$ cat src/rtl/core/bfa_pkg.sv
// Shared types and constants for the bidirectional flow accounting block.
package bfa_pkg;

  localparam int unsigned AddrW   = 32;
  localparam int unsigned PortW   = 16;
  localparam int unsigned ProtoW  = 8;
  localparam int unsigned LenW    = 16;
  localparam int unsigned BytesW  = 48;
  localparam int unsigned PktsW   = 32;
  localparam int unsigned SlotW   = 5;
  // words held between the front and the back
  localparam int unsigned QueueDepth = 2;

  // canonical flow key: lower endpoint first
  typedef struct packed {
    logic [AddrW-1:0] lo_addr;
    logic [PortW-1:0] lo_port;
    logic [AddrW-1:0] hi_addr;
    logic [PortW-1:0] hi_port;
  } key_t;

  typedef struct packed {
    key_t              key;
    logic [ProtoW-1:0] proto;
    logic [LenW-1:0]   len;
  } item_t;

  // per-flow counters kept in RAM
  typedef struct packed {
    logic [ProtoW-1:0] proto;
    logic [BytesW-1:0] bytes;
    logic [PktsW-1:0]  pkts;
  } totals_t;

  typedef enum logic {
    BK_LOOKUP,
    BK_UPDATE
  } back_state_e;

endpackage

$ cat src/rtl/core/bfa_front.sv
// Front end: takes packet headers and puts the two endpoints in canonical order.
module bfa_front (
  input  logic                        push,
  output logic                        full,
  input  logic [bfa_pkg::AddrW-1:0]   source_address_i,
  input  logic [bfa_pkg::PortW-1:0]   source_port_i,
  input  logic [bfa_pkg::AddrW-1:0]   dest_address_i,
  input  logic [bfa_pkg::PortW-1:0]   dest_port_i,
  input  logic [bfa_pkg::ProtoW-1:0]  proto_number_i,
  input  logic [bfa_pkg::LenW-1:0]    packet_length_i,
  output logic                        q_push_o,
  input  logic                        q_full_i,
  output bfa_pkg::item_t              q_item_o
);

  logic src_first;

  // tuple compare, address first then port
  assign src_first = (source_address_i < dest_address_i) ||
                     ((source_address_i == dest_address_i) && (source_port_i < dest_port_i));

  always_comb begin
    q_item_o.proto = proto_number_i;
    q_item_o.len   = packet_length_i;
    if (src_first) begin
      q_item_o.key.lo_addr = source_address_i;
      q_item_o.key.lo_port = source_port_i;
      q_item_o.key.hi_addr = dest_address_i;
      q_item_o.key.hi_port = dest_port_i;
    end else begin
      q_item_o.key.lo_addr = dest_address_i;
      q_item_o.key.lo_port = dest_port_i;
      q_item_o.key.hi_addr = source_address_i;
      q_item_o.key.hi_port = source_port_i;
    end
  end

  assign full     = q_full_i;
  assign q_push_o = push && !q_full_i;

endmodule

$ cat config.mk
export PLATFORM = sky130hd
export DESIGN_NAME = bfa_front
export DESIGN_NICKNAME = d
export VERILOG_FILES = /design/src/rtl/core/bfa_pkg.sv /design/src/rtl/core/bfa_front.sv
export SDC_FILE = /design/constraint.sdc
export NUM_CORES = 1
export LEC_CHECK = 0
export ABC_AREA = 1
export ABC_CLOCK_PERIOD_IN_PS = 4200
export BUFFER_PORTS_ARGS = -buffer_cell sky130_fd_sc_hd__buf_2
export CELL_PAD_IN_SITES_DETAIL_PLACEMENT = 0
export CELL_PAD_IN_SITES_GLOBAL_PLACEMENT = 1
export CORE_AREA = 2 2 109 111
export DETAILED_ROUTE_END_ITERATION = 12
export DIE_AREA = 0 0 111 113
export GPL_TIMING_DRIVEN = 0
export PLACE_DENSITY = 0.85
export SETUP_SLACK_MARGIN = 0.15
export SLEW_MARGIN = 0
export SYNTH_ARGS = -nofsm -noshare
export SYNTH_HDL_FRONTEND = slang
export SYNTH_SLANG_ARGS = --single-unit
$ cat constraint.sdc
create_clock -name vclk -period 4.2
set_input_delay 0 -clock vclk [all_inputs]
set_output_delay 0 -clock vclk [all_outputs]
set_load 0.05 [all_outputs]
# Word level (Yosys, flattened, before mapping)
# Cells that the tools add are included.
word_totals:
  ff_bits: 0
  word_cells: 8
  inputBits: 122
  out_inout_bits: 122
op_classes:
  muxes: 1
  n_lt_le_gt_ge: 2
  n_eq_ne: 1
  reduce_logical: 4
op_table:
  columns: ["operator", "count"]
  rows:
  - ["$mux 96", 1]
  - ["$eq 32x32->1", 1]
  - ["$lt 32x32->1", 1]
  - ["$lt 16x16->1", 1]
  - ["$logic_and 1x1->1", 2]
  - ["$logic_not 1->1", 1]
  - ["$logic_or 1x1->1", 1]

# Longest topological paths before layout
depth:
  ltp_word: 4
  depth_mapped: 18
  mapped_depth_nobuf: 16

# Least setup slack after synthesis
# No wires, ideal clock.
synth_path:
  path_type: "input port to output port"
  startpoint: "in dest_address_i[31] (netlist bit)"
  endpoint: "out q_item_o[100] (netlist bit)"
  setup_slack_ps: 2472
  t_arrival_ps: 1728
  cell_stages: 14
  n_path_buf: 2
  path_cell_list: "inv_1 ha_1 nand2_1 nor2_2 nand2_1 nor2_1 nand3b_1 nor2_1 nand2_2 nand2_2 buf_6 buf_4 nand2_1 nand2_1"
synth_rtl:
  columns: ["item", "line", "rtl"]
  rows:
  - ["from (decl)", "bfa_front.sv:7", "input logic [bfa_pkg::AddrW-1:0] dest_address_i,"]
  - ["to (decl)", "bfa_front.sv:13", "output bfa_pkg::item_t q_item_o"]

==> summary.txt <==
Worst relative slew slack: 64.0%
Via count: 4130
Die height: 113 um
Die width: 111 um
Syn Std Cell Area: 2810 um^2
RSZ-0062 raised after global routing: no
PostCTS Resize Cnt: 0
Maxcap violations: 0
Final min period: 2.41 ns
Setup TNS: 0 ns
Initial cell density of the core: 24.9%
Initial drt markers: 215
Peak VDD IR: 0.114 mV
Die area: 12500 um^2
Pwr dens: 262 nW/um^2
Post-synth top cells: 239 x nand2_1, 99 x nand3_1, 57 x inv_1
Setup violators final: 0
Largest area contributor in the netlist: nand2_1
Post-synthesis sequential area ratio: 0%
Sequential cells: 0
# Post-CTS Setup Buffers: 0
TritonRoute pass-1 iters: 4
Fillers: 1331
Pin count of the biggest net entering global routing: 11
Leakage: 2.79 nW
Crit path DAT: 2.41 ns
Critical path class: primary input to primary output
DP HPWL: 9160 um
Vias in the first global route: 3680
Rows: 39
Synth unique cells: 20
I/O Buffers: 220
Final hold vios: 0
CP Max Fanout: 10
Util after Layout: 36.3%
N_diodes: 0
Cells after Synth: 551
Hold path cells: 2
DP Area: 4090 um^2
Wirelength per Cell: 12.3 um
Antenna Nets Post-Route: 0
Fin nets: 942
Status: finished clean
Final Instance Area: 4090 um^2
Final period utilization: 57.3%
Register area: 0 um^2
Worst slew pin tran: 0.541 ns
Global placement routability congestion: 0.788
GRT Resource Usage Total: 16.4%
Worst setup SP type: primary input
Final Slew Violations: 0
Top cells by area in the synthesized netlist: nand2_1 32%, ha_1 21%, nand3_1 18%
Total nets after synthesis: 720
Io pins: 244
Core area: 11300 um^2
DRT Wirelength: 11200 um
Global-route wire length before repair: 17800 um
Leading cell type by number of instances after synthesis: nand2_1
CLK BUF: 0
Share of post-route cells with drive strength above 1: 34.4%
Drt drc: 0
Max Freq: 0.416 GHz
Area growth syn-to-layout: 45.6%
Synthesized area per cell: 5.09 um^2
Global route overflow: 0
Critical Path RT: 4.20 ns
Initial antenna violation count: 0
Avg Vias per Cell: 4.52
Worst Hold Class: primary input to primary output
Area fraction of the dominant cell type after synthesis: 32.0%
Hold_buf cts: 0
Crit end category: primary output
Ys Warns: 0
[stage by stage]
step	power [W]	hold slack (ns)	worst slack [ns]	std cells
5_1_grt	0.00115	0.304	1.51	914
3_5_place_dp	0.00108	0.302	1.68	914
3_3_place_gp	0.00108	0.302	1.71	914
2_1_floorplan	0.000797	0.167	2.47	551
4_1_cts	0.00108	0.302	1.68	914
6_report	0.00107	0.301	1.79	914
[path summary, 6_finish.rpt]
path,from,end,slack [ns]
worst max-delay path,dest_address_i[15],q_item_o[107],1.79
worst min-delay path,proto_number_i[5],q_item_o[21],0.30
[layout by cell type, fill, tap and decap left out]
cell type	synthesis	routed
a21boi_0	1	1
a21o_1	1	1
a21oi_1	21	21
buf_1	7	7
buf_2	10	230
buf_4	30	30
buf_6	1	1
clkbuf_1	7	7
ha_1	47	47
inv_1	57	57
nand2_1	239	239
nand2_2	3	3
nand3_1	99	99
nand3b_1	2	2
nand4_1	2	2
nor2_1	18	18
nor2_2	1	1
o21a_1	2	2
o21ai_0	2	2
o21bai_1	1	1
[cell families after synthesis]
kind of cell               Yosys count  synth area share [%]
AOI/OAI and AO/OA                   28                  5.44
and+or+nand+nor                    364                  53.9
adders and majority gates           47                  21.0
buffers and inverters              112                  19.7
[layer usage]
metal / vias up / wire (um) / global-route usage, %
met5: - / 0 / 0
met2: 138 / 5370 / 30.6
met3: 0 / 730 / 1.93
met4: 0 / 0 / 0
met1: 1826 / 5130 / 21.6
li1: 2166 / - / -
[final cells by class]
cell class	count	area [um^2]	share of cell area (%)
Timing Repair Buffer	220	1100	26.9
Tap cell	143	179	4.38
Multi-Input combinational cell	439	2250	55.1
Inverter	57	214	5.24
Buffer	55	339	8.30
[worst max-delay path, stage by stage]
cell	delay, ns
buf_2	0.10
inv_1	0.04
ha_1	0.28
nand2_1	0.07
nor2_1	0.16
nand2_1	0.12
inv_1	0.07
nand2_1	0.06
nand2_1	0.08
nand2_1	0.07
nand2_2	0.20
buf_4	0.25
buf_1	0.43
nand3_1	0.13
nand2_1	0.10
buf_2	0.26
[report_power, final]
part	total [W]	switching, W	internal [W]
logic	0.00107	0.000807	0.000265
clock network	0	0	0
registers	0	0	0
Note: power is estimated with default switching activity, not from simulation.
