File: src/rtl/core/bfa_pkg.sv
// Shared types and constants for the bidirectional flow accounting block.
package bfa_pkg;

  localparam int unsigned AddrW   = 32;
  localparam int unsigned PortW   = 16;
  localparam int unsigned ProtoW  = 8;
  localparam int unsigned LenW    = 16;
  localparam int unsigned BytesW  = 48;
  localparam int unsigned PktsW   = 32;
  localparam int unsigned SlotW   = 5;
  // words held between the front and the back
  localparam int unsigned QueueDepth = 2;

  // canonical flow key: lower endpoint first
  typedef struct packed {
    logic [AddrW-1:0] lo_addr;
    logic [PortW-1:0] lo_port;
    logic [AddrW-1:0] hi_addr;
    logic [PortW-1:0] hi_port;
  } key_t;

  typedef struct packed {
    key_t              key;
    logic [ProtoW-1:0] proto;
    logic [LenW-1:0]   len;
  } item_t;

  // per-flow counters kept in RAM
  typedef struct packed {
    logic [ProtoW-1:0] proto;
    logic [BytesW-1:0] bytes;
    logic [PktsW-1:0]  pkts;
  } totals_t;

  typedef enum logic {
    BK_LOOKUP,
    BK_UPDATE
  } back_state_e;

endpackage

File: src/rtl/core/bfa_queue.sv
// Short word queue between the front end and the table back end.
module bfa_queue (
  input  logic           clk_i,
  input  logic           rst_ni,
  input  logic           push_i,
  input  bfa_pkg::item_t wdata_i,
  output logic           full_o,
  input  logic           pop_i,
  output logic           valid_o,
  output bfa_pkg::item_t rdata_o
);

  localparam int unsigned Depth = bfa_pkg::QueueDepth;
  localparam int unsigned PtrW  = (Depth > 1) ? $clog2(Depth) : 1;
  localparam int unsigned CntW  = $clog2(Depth + 1);

  bfa_pkg::item_t  mem_q [Depth];
  logic [PtrW-1:0] wr_ptr_q, wr_ptr_d, rd_ptr_q, rd_ptr_d;
  logic [CntW-1:0] count_q, count_d;
  logic            do_push, do_pop;

  assign full_o  = (count_q == CntW'(Depth));
  assign valid_o = (count_q != '0);
  assign rdata_o = mem_q[rd_ptr_q];
  assign do_push = push_i && !full_o;
  assign do_pop  = pop_i && valid_o;

  always_comb begin
    wr_ptr_d = wr_ptr_q;
    rd_ptr_d = rd_ptr_q;
    count_d  = count_q;
    if (do_push) begin
      wr_ptr_d = (wr_ptr_q == PtrW'(Depth - 1)) ? '0 : wr_ptr_q + 1'b1;
    end
    if (do_pop) begin
      rd_ptr_d = (rd_ptr_q == PtrW'(Depth - 1)) ? '0 : rd_ptr_q + 1'b1;
    end
    if (do_push && !do_pop) begin
      count_d = count_q + 1'b1;
    end else if (do_pop && !do_push) begin
      count_d = count_q - 1'b1;
    end
  end

  always_ff @(posedge clk_i or negedge rst_ni) begin
    if (!rst_ni) begin
      wr_ptr_q <= '0;
      rd_ptr_q <= '0;
      count_q  <= '0;
    end else begin
      wr_ptr_q <= wr_ptr_d;
      rd_ptr_q <= rd_ptr_d;
      count_q  <= count_d;
    end
  end

  always_ff @(posedge clk_i) begin
    if (do_push) begin
      mem_q[wr_ptr_q] <= wdata_i;
    end
  end

endmodule

File: config.mk
export PLATFORM = sky130hd
export DESIGN_NAME = bfa_queue
export DESIGN_NICKNAME = d
export VERILOG_FILES = /design/src/rtl/core/bfa_pkg.sv /design/src/rtl/core/bfa_queue.sv
export SDC_FILE = /design/constraint.sdc
export NUM_CORES = 1
export LEC_CHECK = 0
export ABC_AREA = 0
export ABC_CLOCK_PERIOD_IN_PS = 7600
export BUFFER_PORTS_ARGS = -buffer_cell sky130_fd_sc_hd__clkbuf_2
export CAP_MARGIN = 20
export CORE_MARGIN = 2
export CORE_UTILIZATION = 52
export DETAILED_ROUTE_END_ITERATION = 8
export PLACE_DENSITY = 0.79
export SETUP_SLACK_MARGIN = 0.5
export SYNTH_ARGS = -nofsm -noshare
export SYNTH_HDL_FRONTEND = slang
export SYNTH_SLANG_ARGS = --single-unit
File: constraint.sdc
create_clock -name clk_i -period 7.6 [get_ports clk_i]
set_clock_uncertainty 0.1 [all_clocks]
set_input_delay 0.38 -clock clk_i [delete_from_list [all_inputs] [get_ports clk_i]]
set_output_delay 0.38 -clock clk_i [all_outputs]
set_load 0.005 [all_outputs]
After elaboration in Yosys (flattened, before gate mapping)
Memory sizes are Yosys's and may differ from the RTL's.
Index checks and enable logic that the tools add are counted.
{"block": "word_totals", "register_bits": 4, "ramBits": 240, "elab_cells": 24, "mem_count": 1, "input_bits": 124, "output_inout_bits": 122}
{"block": "op_classes", "n_eq_ne": 1, "n_mux": 6, "reduce_logical": 9, "add_sub_neg": 4}
{"name": "mem_q", "depth": 2, "width": 120, "read_ports": 1, "rd_clocked_by_memory_dff": 0, "write_ports": 1, "line": "bfa_queue.sv:17", "text": "bfa_pkg::item_t mem_q [Depth];"}
{"cell": "$logic_and A1 B1 Y1", "n": 4}
{"cell": "$mux W1", "n": 4}
{"cell": "$mux W2", "n": 2}
{"cell": "$reduce_bool A2 Y1", "n": 2}
{"cell": "$logic_not A1 Y1", "n": 3}
{"cell": "$add A1 B1 Y1 const B", "n": 2}
{"cell": "$add A2 B1 Y2 const B", "n": 1}
{"cell": "$eq A2 B2 Y1 const B", "n": 1}
{"cell": "$sub A2 B1 Y2 const B", "n": 1}

Longest topological paths before layout
Gate-level depths: netlist of run 1.
{"block": "depth", "word_depth": 7, "ltp_mapped": 7, "mapped_depth_nobuf": 7}

Least setup slack after synthesis of run 1
OpenSTA, ideal clock, no wires.
{"block": "synth_timing", "path_type": "flip-flop to flip-flop", "from": "register count_q[0]", "to": "memory mem_q[0][0] (netlist name) (enable)", "period_less_slack_ns": 6.312, "slack_ns": 1.288, "arrival_ns": 5.612, "path_stages_with_launch": 4, "path_buffers": 0, "cell_sequence": "dfrtp_1 -> nand2b_1 -> nand2_1 -> nor2_1"}
{"block": "synth_via", "elab_chain_cells": 5}
{"element": "from (decl)", "line": "bfa_queue.sv:19", "text": "logic [CntW-1:0] count_q, count_d;"}
{"element": "from (signal assigned)", "line": "bfa_queue.sv:53", "text": "count_q <= count_d;"}
{"element": "$eq A2 B2 Y1", "line": "bfa_queue.sv:22", "text": "assign full_o = (count_q == CntW'(Depth));"}
{"element": "$logic_not A1 Y1", "line": "bfa_queue.sv:25", "text": "assign do_push = push_i && !full_o;"}
{"element": "$logic_and A1 B1 Y1", "line": "bfa_queue.sv:25"}
{"element": "$mux W1", "line": "bfa_queue.sv:58", "text": "if (do_push) begin"}
{"element": "$mux W1 (not written as such)", "line": "bfa_queue.sv:59", "text": "mem_q[wr_ptr_q] <= wdata_i;"}
{"element": "to (decl)", "line": "bfa_queue.sv:17"}
No other way between the ends.

==> results of run 1 <==
==> registers in the layout, indices dropped and copies added, names as in the netlist <==
name and count:
rd_ptr_q 1, count_q 2, wr_ptr_q 1, mem_q 240
==> layout by cell type (no fill, tap or decap), types with 3 or more instances in the layout <==
cell,n
buf_4,4
clkbuf_1,5
clkbuf_16,25
clkbuf_2,245
clkinv_1,4
clkinv_2,5
dfrtp_1,3
dlygate4sd3_1,121
edfxtp_1,240
mux2_2,120
xnor2_1,3
==> power by group through the flow <==
stage / Sequential, mW / Clock, mW / Combinational (mW)
after floorplan: 1.96 / 0 / 0.709
after global placement: 1.99 / 0 / 1.04
after detailed placement: 2.01 / 0 / 1.07
after CTS: 1.98 / 1.17 / 1.13
after global routing: 2.01 / 1.23 / 1.21
final: 1.98 / 1.15 / 1.13
==> metrics by stage <==
| step | hold slack [ns] | utilization | instance area [µm²] |
|---|---|---|---|
| 2_1_floorplan | -0.0156 | - | 8880 |
| 3_3_place_gp | 0.0911 | 0.619 | 10300 |
| 3_5_place_dp | 0.101 | 0.619 | 10300 |
| 4_1_cts | 0.0478 | 0.738 | 12300 |
| 5_1_grt | 0.0872 | 0.738 | 12300 |
| 6_report | 0.0644 | 0.738 | 12300 |
==> worst reg2reg max path, delay by kind of cell (launching register included) <==
| family | cells | cell delay, ns |
|---|---|---|
| DFF | 1 | 0.40 |
| and+or+nand+nor | 2 | 0.84 |
| buffers and inverters | 1 | 0.87 |
==> timing repair <==
item | in CTS | in global routing
hold buffers | 121 | 0
hold endpoints to repair | 244 | 0
resized for setup | 0 | 0
endpoints found under the setup margin | 0 | 0
==> metal layers <==
| layer | vias to the layer above | part of all wire |
|---|---|---|
| met5 | - | 0 |
| met4 | 0 | 0.023 |
| met2 | 201 | 0.55 |
| met3 | 44 | 0.068 |
| li1 | 2332 | - |
| met1 | 2519 | 0.36 |
==> kinds of logic after synthesis <==
family / count (synthesis) / share of synthesized area
adder cells (fa/ha/maj): 1 / 0.00141
buffers and inverters: 15 / 0.0148
flip-flops: 244 / 0.823
AND/OR/NAND/NOR: 7 / 0.00381
multiplexers: 120 / 0.152
XOR/XNOR: 5 / 0.00493
==> layout make-up <==
cell class              instances  area share
repair buffers                370       0.201
flip-flops and latches        244       0.595
multi-input cells             133       0.118
clock inverters                13      0.0101
clock buffers                  30      0.0525
inverters                       2    0.000611
well taps                     220      0.0224
==> final timing paths <==
kind | cells after the start | to | slack (ns)
setup / recovery | 3 | rdata_o[82] | 4.25
hold / removal | 3 | rd_ptr_q | 0.06
setup reg to reg | 3 | mem_q[1][76] | 4.91
hold reg to reg | 1 | count_q[1] | 0.40
max in group asynchronous | 2 | rd_ptr_q | 7.11
min in group asynchronous | 2 | count_q[0] | 0.14
==> Yosys cell counts <==
| library cell | count | area share |
|---|---|---|
| and3_1 | 1 | 0.00070 |
| buf_2 | 3 | 0.0017 |
| buf_4 | 1 | 0.00085 |
| buf_6 | 9 | 0.011 |
| dfrtp_1 | 4 | 0.011 |
| edfxtp_1 | 240 | 0.81 |
| ha_1 | 1 | 0.0014 |
| inv_1 | 2 | 0.00085 |
| mux2_2 | 120 | 0.15 |
| nand2_1 | 2 | 0.00085 |
| nand2b_1 | 1 | 0.00070 |
| nor2_1 | 2 | 0.00085 |
| or2_2 | 1 | 0.00070 |
| xnor2_1 | 3 | 0.0030 |
| xor2_1 | 2 | 0.0020 |
==> flow_metrics.tcl, run 1 <==
set metrics [dict create \
    clock-sinks 244 \
    ys_types 15 \
    syn_area_per_cell_um2 22.7 \
    tns_ns 0 \
    die_w_um 135 \
    final_cells 1012 \
    crit_type "register to primary output" \
    outcome "finished clean" \
    grt_overflow 0 \
    use_met1 0.228 \
    cts_made_buffers 25 \
    first_iter_violations 272 \
    start_util 0.534 \
    period_share 0.441 \
    seqPwrFrac 0.466 \
    finalPower_mw 4.25 \
    vias_per_cell 5.04 \
    port_buffers 245 \
    fin_nets 901 \
    clockBufferDepth 3 \
    clk-insertion-delay-late_ns 0.50 \
    switching_share 0.272 \
    setup_violations 0 \
    setup_ws_ns 4.25 \
    synth.yosys.seq_area_share 0.823 \
    switchingPower_mw 1.16 \
    cts.htree.levels 1 \
    globalplace.congestion 0.774 \
    max_freq_mhz 299 \
    cap_violations 0 \
    critPathTopFamily "flip-flops" \
    max_stage_delay_ns 0.93 \
    tritoncts "built" \
    die_area_um2 18100 \
    critPathLaunchType "register" \
    synth-warning-count 0 \
    ios 246 \
    dp_hpwl_um 10700 \
    first_pass_iters 4 \
    met2_usage 0.384 \
    power.internal_mw 3.09 \
    ys_ff_latch 244 \
    crit_buf_inv 2 \
    diodes 0 \
    power.density_nw_per_um2 346 \
    crit_path_end_kind "primary output" \
    drc 0 \
    worstPathArrival_ns 2.87 \
    grt_pass1_wl_um 28600 \
    multi_input_comb_area_um2 1450 \
    hold_path.class "input pin to register" \
    cp_cell_sequence "buf_4, mux2_2, clkbuf_2" \
    cts_root_buf "clkbuf_16" \
    synth_fp_nets 517 \
    detail_route.wl_per_cell_um 18.7 \
    pwr-share-comb 0.265 \
    num_rows 47 \
    slew_viol_final 0 \
    pwr-share-clk 0.270 \
    ant_nets 0 \
    grt_max_degree 72 \
    reg2reg_from "count_q[0]" \
    cp.required_ns 7.12 \
    post-cts-setup-buffer-count 0 \
    routed_wl_um 19000 \
    cpMaxStageDelayCell "dfrtp_4" \
    pre_cts_slack_ns 4.79 \
    final_hold_viol_count 0 \
    worstSetupStartpoint "rd_ptr_q" \
    synth_area_um2 8880 \
    seq_area_um2 7310 \
    nFillCells 970 \
    area_growth_pct 38.3 \
    core_area_um2 16600 \
    grt-busiest-layer "met2" \
    use_met3 0.0518 \
    period_needed_ns 3.35 \
    syn_inst 392 \
    grt_use_total 0.205 \
    ir_worst_vdd_uv 241 \
    relSlewSlack 0.348 \
    crit_fanout 63 \
    worstHoldStart "pop_i" \
    antenna_found_initial 0 \
    path_clk_slew_ns 0.06 \
    drive_gt1_frac 0.514 \
    grt_pass1_vias 5554 \
    chipHeight_um 135 \
    dr_total_vias 5096 \
    placedCellCount 848 \
    leakage_nw 4.72 \
    worstMarginPinSlew_ns 0.978 \
    rsz0062_at_grt "no" \
]
Note: power is estimated with default switching activity, not from simulation.
==> run 2, diff against run 1 <==
--- a/config.mk
+++ b/config.mk
@@ -5,14 +5,14 @@
 export SDC_FILE = /design/constraint.sdc
 export NUM_CORES = 1
 export LEC_CHECK = 0
-export ABC_AREA = 0
-export ABC_CLOCK_PERIOD_IN_PS = 7600
+export ABC_AREA = 1
+export ABC_CLOCK_PERIOD_IN_PS = 2800
 export BUFFER_PORTS_ARGS = -buffer_cell sky130_fd_sc_hd__clkbuf_2
 export CAP_MARGIN = 20
 export CORE_MARGIN = 2
-export CORE_UTILIZATION = 52
+export CORE_UTILIZATION = 47
 export DETAILED_ROUTE_END_ITERATION = 8
-export PLACE_DENSITY = 0.79
+export PLACE_DENSITY = 0.76
 export SETUP_SLACK_MARGIN = 0.5
 export SYNTH_ARGS = -nofsm -noshare
 export SYNTH_HDL_FRONTEND = slang
==> constraint.sdc (replaced) <==
create_clock -name clk_i -period 2.8 [get_ports clk_i]
set_clock_uncertainty 0.1 [all_clocks]
set_input_delay 0.14 -clock clk_i [delete_from_list [all_inputs] [get_ports clk_i]]
set_output_delay 0.14 -clock clk_i [all_outputs]
set_load 0.005 [all_outputs]
==> run 2 against run 1 <==
  * Worst hold slack improved by 0.19 ns
  * Setup slack got worse by 3.7 ns
  * Cell area increased by 2.3%
  * Sequential share of layout area decreased by 1.3 points
  * Clock power increased to 3.0 times the previous value
  * Count of clock-buffer cells in the layout decreased by 3
  * Cell count increased by 27%
  * Largest cell class unchanged
==> flow_metrics.tcl, run 2 <==
set metrics [dict create \
    grt_max_degree 122 \
    clk-insertion-delay-late_ns 0.51 \
    cp.required_ns 2.56 \
    synth.yosys.seq_area_share 0.812 \
    reg.largest.list "mem_q: 240 flops, count_q: 2 flops" \
    antenna_found_initial 1 \
    detail_route.wl_per_cell_um 16.4 \
    highest_layer "met4" \
    core_area_um2 18800 \
    yosysTopAreaCell "edfxtp_1" \
    yosys-top-cells-area "edfxtp_1, nand2_1, buf_6" \
    cap_violations 0 \
    fin_nets 1160 \
    fin_util 0.669 \
    final_hold_viol_count 0 \
    wl_met2_um 11400 \
    clock-sinks 244 \
    seqPwrFrac 0.423 \
    ant_nets 0 \
    die_area_um2 20300 \
    hold_path.class "input pin to register" \
    synth-warning-count 0 \
    vias_per_cell 4.84 \
    start_util 0.479 \
    power.internal_mw 8.40 \
    leakage_nw 5.43 \
    synth_most_common_cell "nand2_1" \
    placedCellCount 1118 \
    switchingPower_mw 3.87 \
    relSlewSlack 0.631 \
    final_cells 1290 \
    min_path_cells 2 \
    worstMarginPinSlew_ns 0.553 \
    dr_total_vias 6246 \
    cts_made_buffers 25 \
    power.density_nw_per_um2 977 \
    finalPower_mw 12.3 \
    ys_ff_latch 244 \
    reg2reg_setup_slack_ns 1.04 \
    grt_use_total 0.203 \
    path_clk_slew_ns 0.06 \
    first_pass_iters 4 \
    cts_root_buf "clkbuf_16" \
    grt_pass1_vias 6337 \
    ir_worst_vdd_uv 606 \
    syn_inst 659 \
    wl_met3_um 1110 \
    pwr-share-comb 0.296 \
    syn_area_per_cell_um2 13.6 \
    synth_fp_nets 784 \
    synthFlopType "edfxtp_1" \
    period_needed_ns 2.21 \
    grt_overflow 0 \
    period_share 0.788 \
    clockBufferDepth 3 \
    setup_violations 0 \
    max_freq_mhz 453 \
    routed_wl_um 21200 \
    wirelength_met1_um 7980 \
    ios 246 \
    layout_commonest_cell "nand2_1" \
    cts.htree.levels 1 \
    die_w_um 142 \
    async_flop_share 0.0164 \
    drive_gt1_frac 0.280 \
    dp_hpwl_um 11200 \
    worstPathArrival_ns 1.97 \
    reg2regPathDepth 6 \
    top_register "mem_q" \
    final_cell_mix "nand2_1, clkbuf_2, edfxtp_1" \
    crit_fanout 37 \
    critPathLaunchType "register" \
    synth_edf_count 240 \
    pwr-share-clk 0.281 \
    crit_type "register to primary output" \
    globalplace.congestion 0.749 \
    num_rows 50 \
    switching_share 0.315 \
    rsz0062_at_grt "no" \
    synth_area_um2 8990 \
    area_growth_pct 39.6 \
    tritoncts "built" \
    drc 0 \
    port_buffers 245 \
    outcome "finished clean" \
    slew_viol_final 0 \
    synth_top_cell_area_share 0.801 \
    largest_reg_flops 240 \
    ys_types 14 \
    grt_pass1_wl_um 31800 \
    first_iter_violations 371 \
    synth_common_cells "nand2_1, edfxtp_1, buf_2, buf_6, inv_1" \
    post-cts-setup-buffer-count 0 \
    chipHeight_um 142 \
    crit_path_end_kind "primary output" \
]
==> run 2: cell count changes after synthesis, sizes merged, moves of 6 or more <==
cell	delta
buf	+14
inv	+6
mux2	-120
nand2	+369
==> run 2: what timing repair did <==
action,4_1_cts,5_1_grt
endpoints found under the setup margin,0,84
endpoints found under the hold margin,247,0
hold buffers,124,0
gates resized for setup,0,1
==> run 2: layout make-up <==
type                       instances  area [µm²]
sequential                       244        7310
timing repair buffer             376        2590
clock inverter                    19         228
antenna                            2        5.00
fill                            1272        6210
multi-input combinational        380        1460
inverter                           8        38.8
clock buffer                      27         633
tap                              234         293
==> run 2: through the flow <==
stage	cell area (µm²)	setup slack, ns	TNS [ns]	hold WS (ns)
floorplan	9010	-0.158	-35.44	-0.256
global placement	10500	1.09	0	-0.141
detailed placement	10500	1.06	0	-0.143
CTS	12600	0.522	0	0.237
global route	12600	0.504	0	0.241
finish	12600	0.594	0	0.255
==> run 2: cells by family (layout without fill, tap and decap cells) <==
family                     after synthesis  in the layout  share of synthesized area
AOI/OAI and AO/OA                        1              1                   0.000556
xor gates and xnor gates                 1              1                   0.000974
adders and majority gates                1              1                    0.00139
buffers and inverters                   35            430                     0.0268
DFF                                    244            244                      0.812
other                                    0              2                          0
and+or+nand+nor                        377            377                      0.158
==> run 2: worst max-delay path: stages (launching register included) <==
cell and delay (ns):
dfrtp_4 0.51, inv_6 0.25, buf_4 0.33, nand2_1 0.11
nand2_1 0.11, clkbuf_2 0.12
==> run 2: final timing paths <==
check | to | start
max in group asynchronous | rd_ptr_q | rst_ni
setup reg to reg | mem_q[0][77] | count_q[1]
hold / removal | mem_q[1][61] | wdata_i[61]
min in group asynchronous | wr_ptr_q | rst_ni
setup / recovery | rdata_o[26] | rd_ptr_q
hold reg to reg | count_q[1] | count_q[1]
==> run 2: routing by layer <==
metal / GRT usage / up-vias
li1: - / 2981
met1: 0.239 / 2999
met2: 0.372 / 211
met3: 0.0363 / 55
met4: 0.0782 / 0
met5: 0 / -
==> run 2: power by group through the flow <==
stage	clock network, mW	registers, mW	logic, mW
floorplan	0	5.24	1.98
global placement	0	5.21	3.42
detailed placement	0	5.25	3.46
CTS	3.50	5.18	3.62
global route	3.67	5.25	4.04
finish	3.45	5.19	3.64
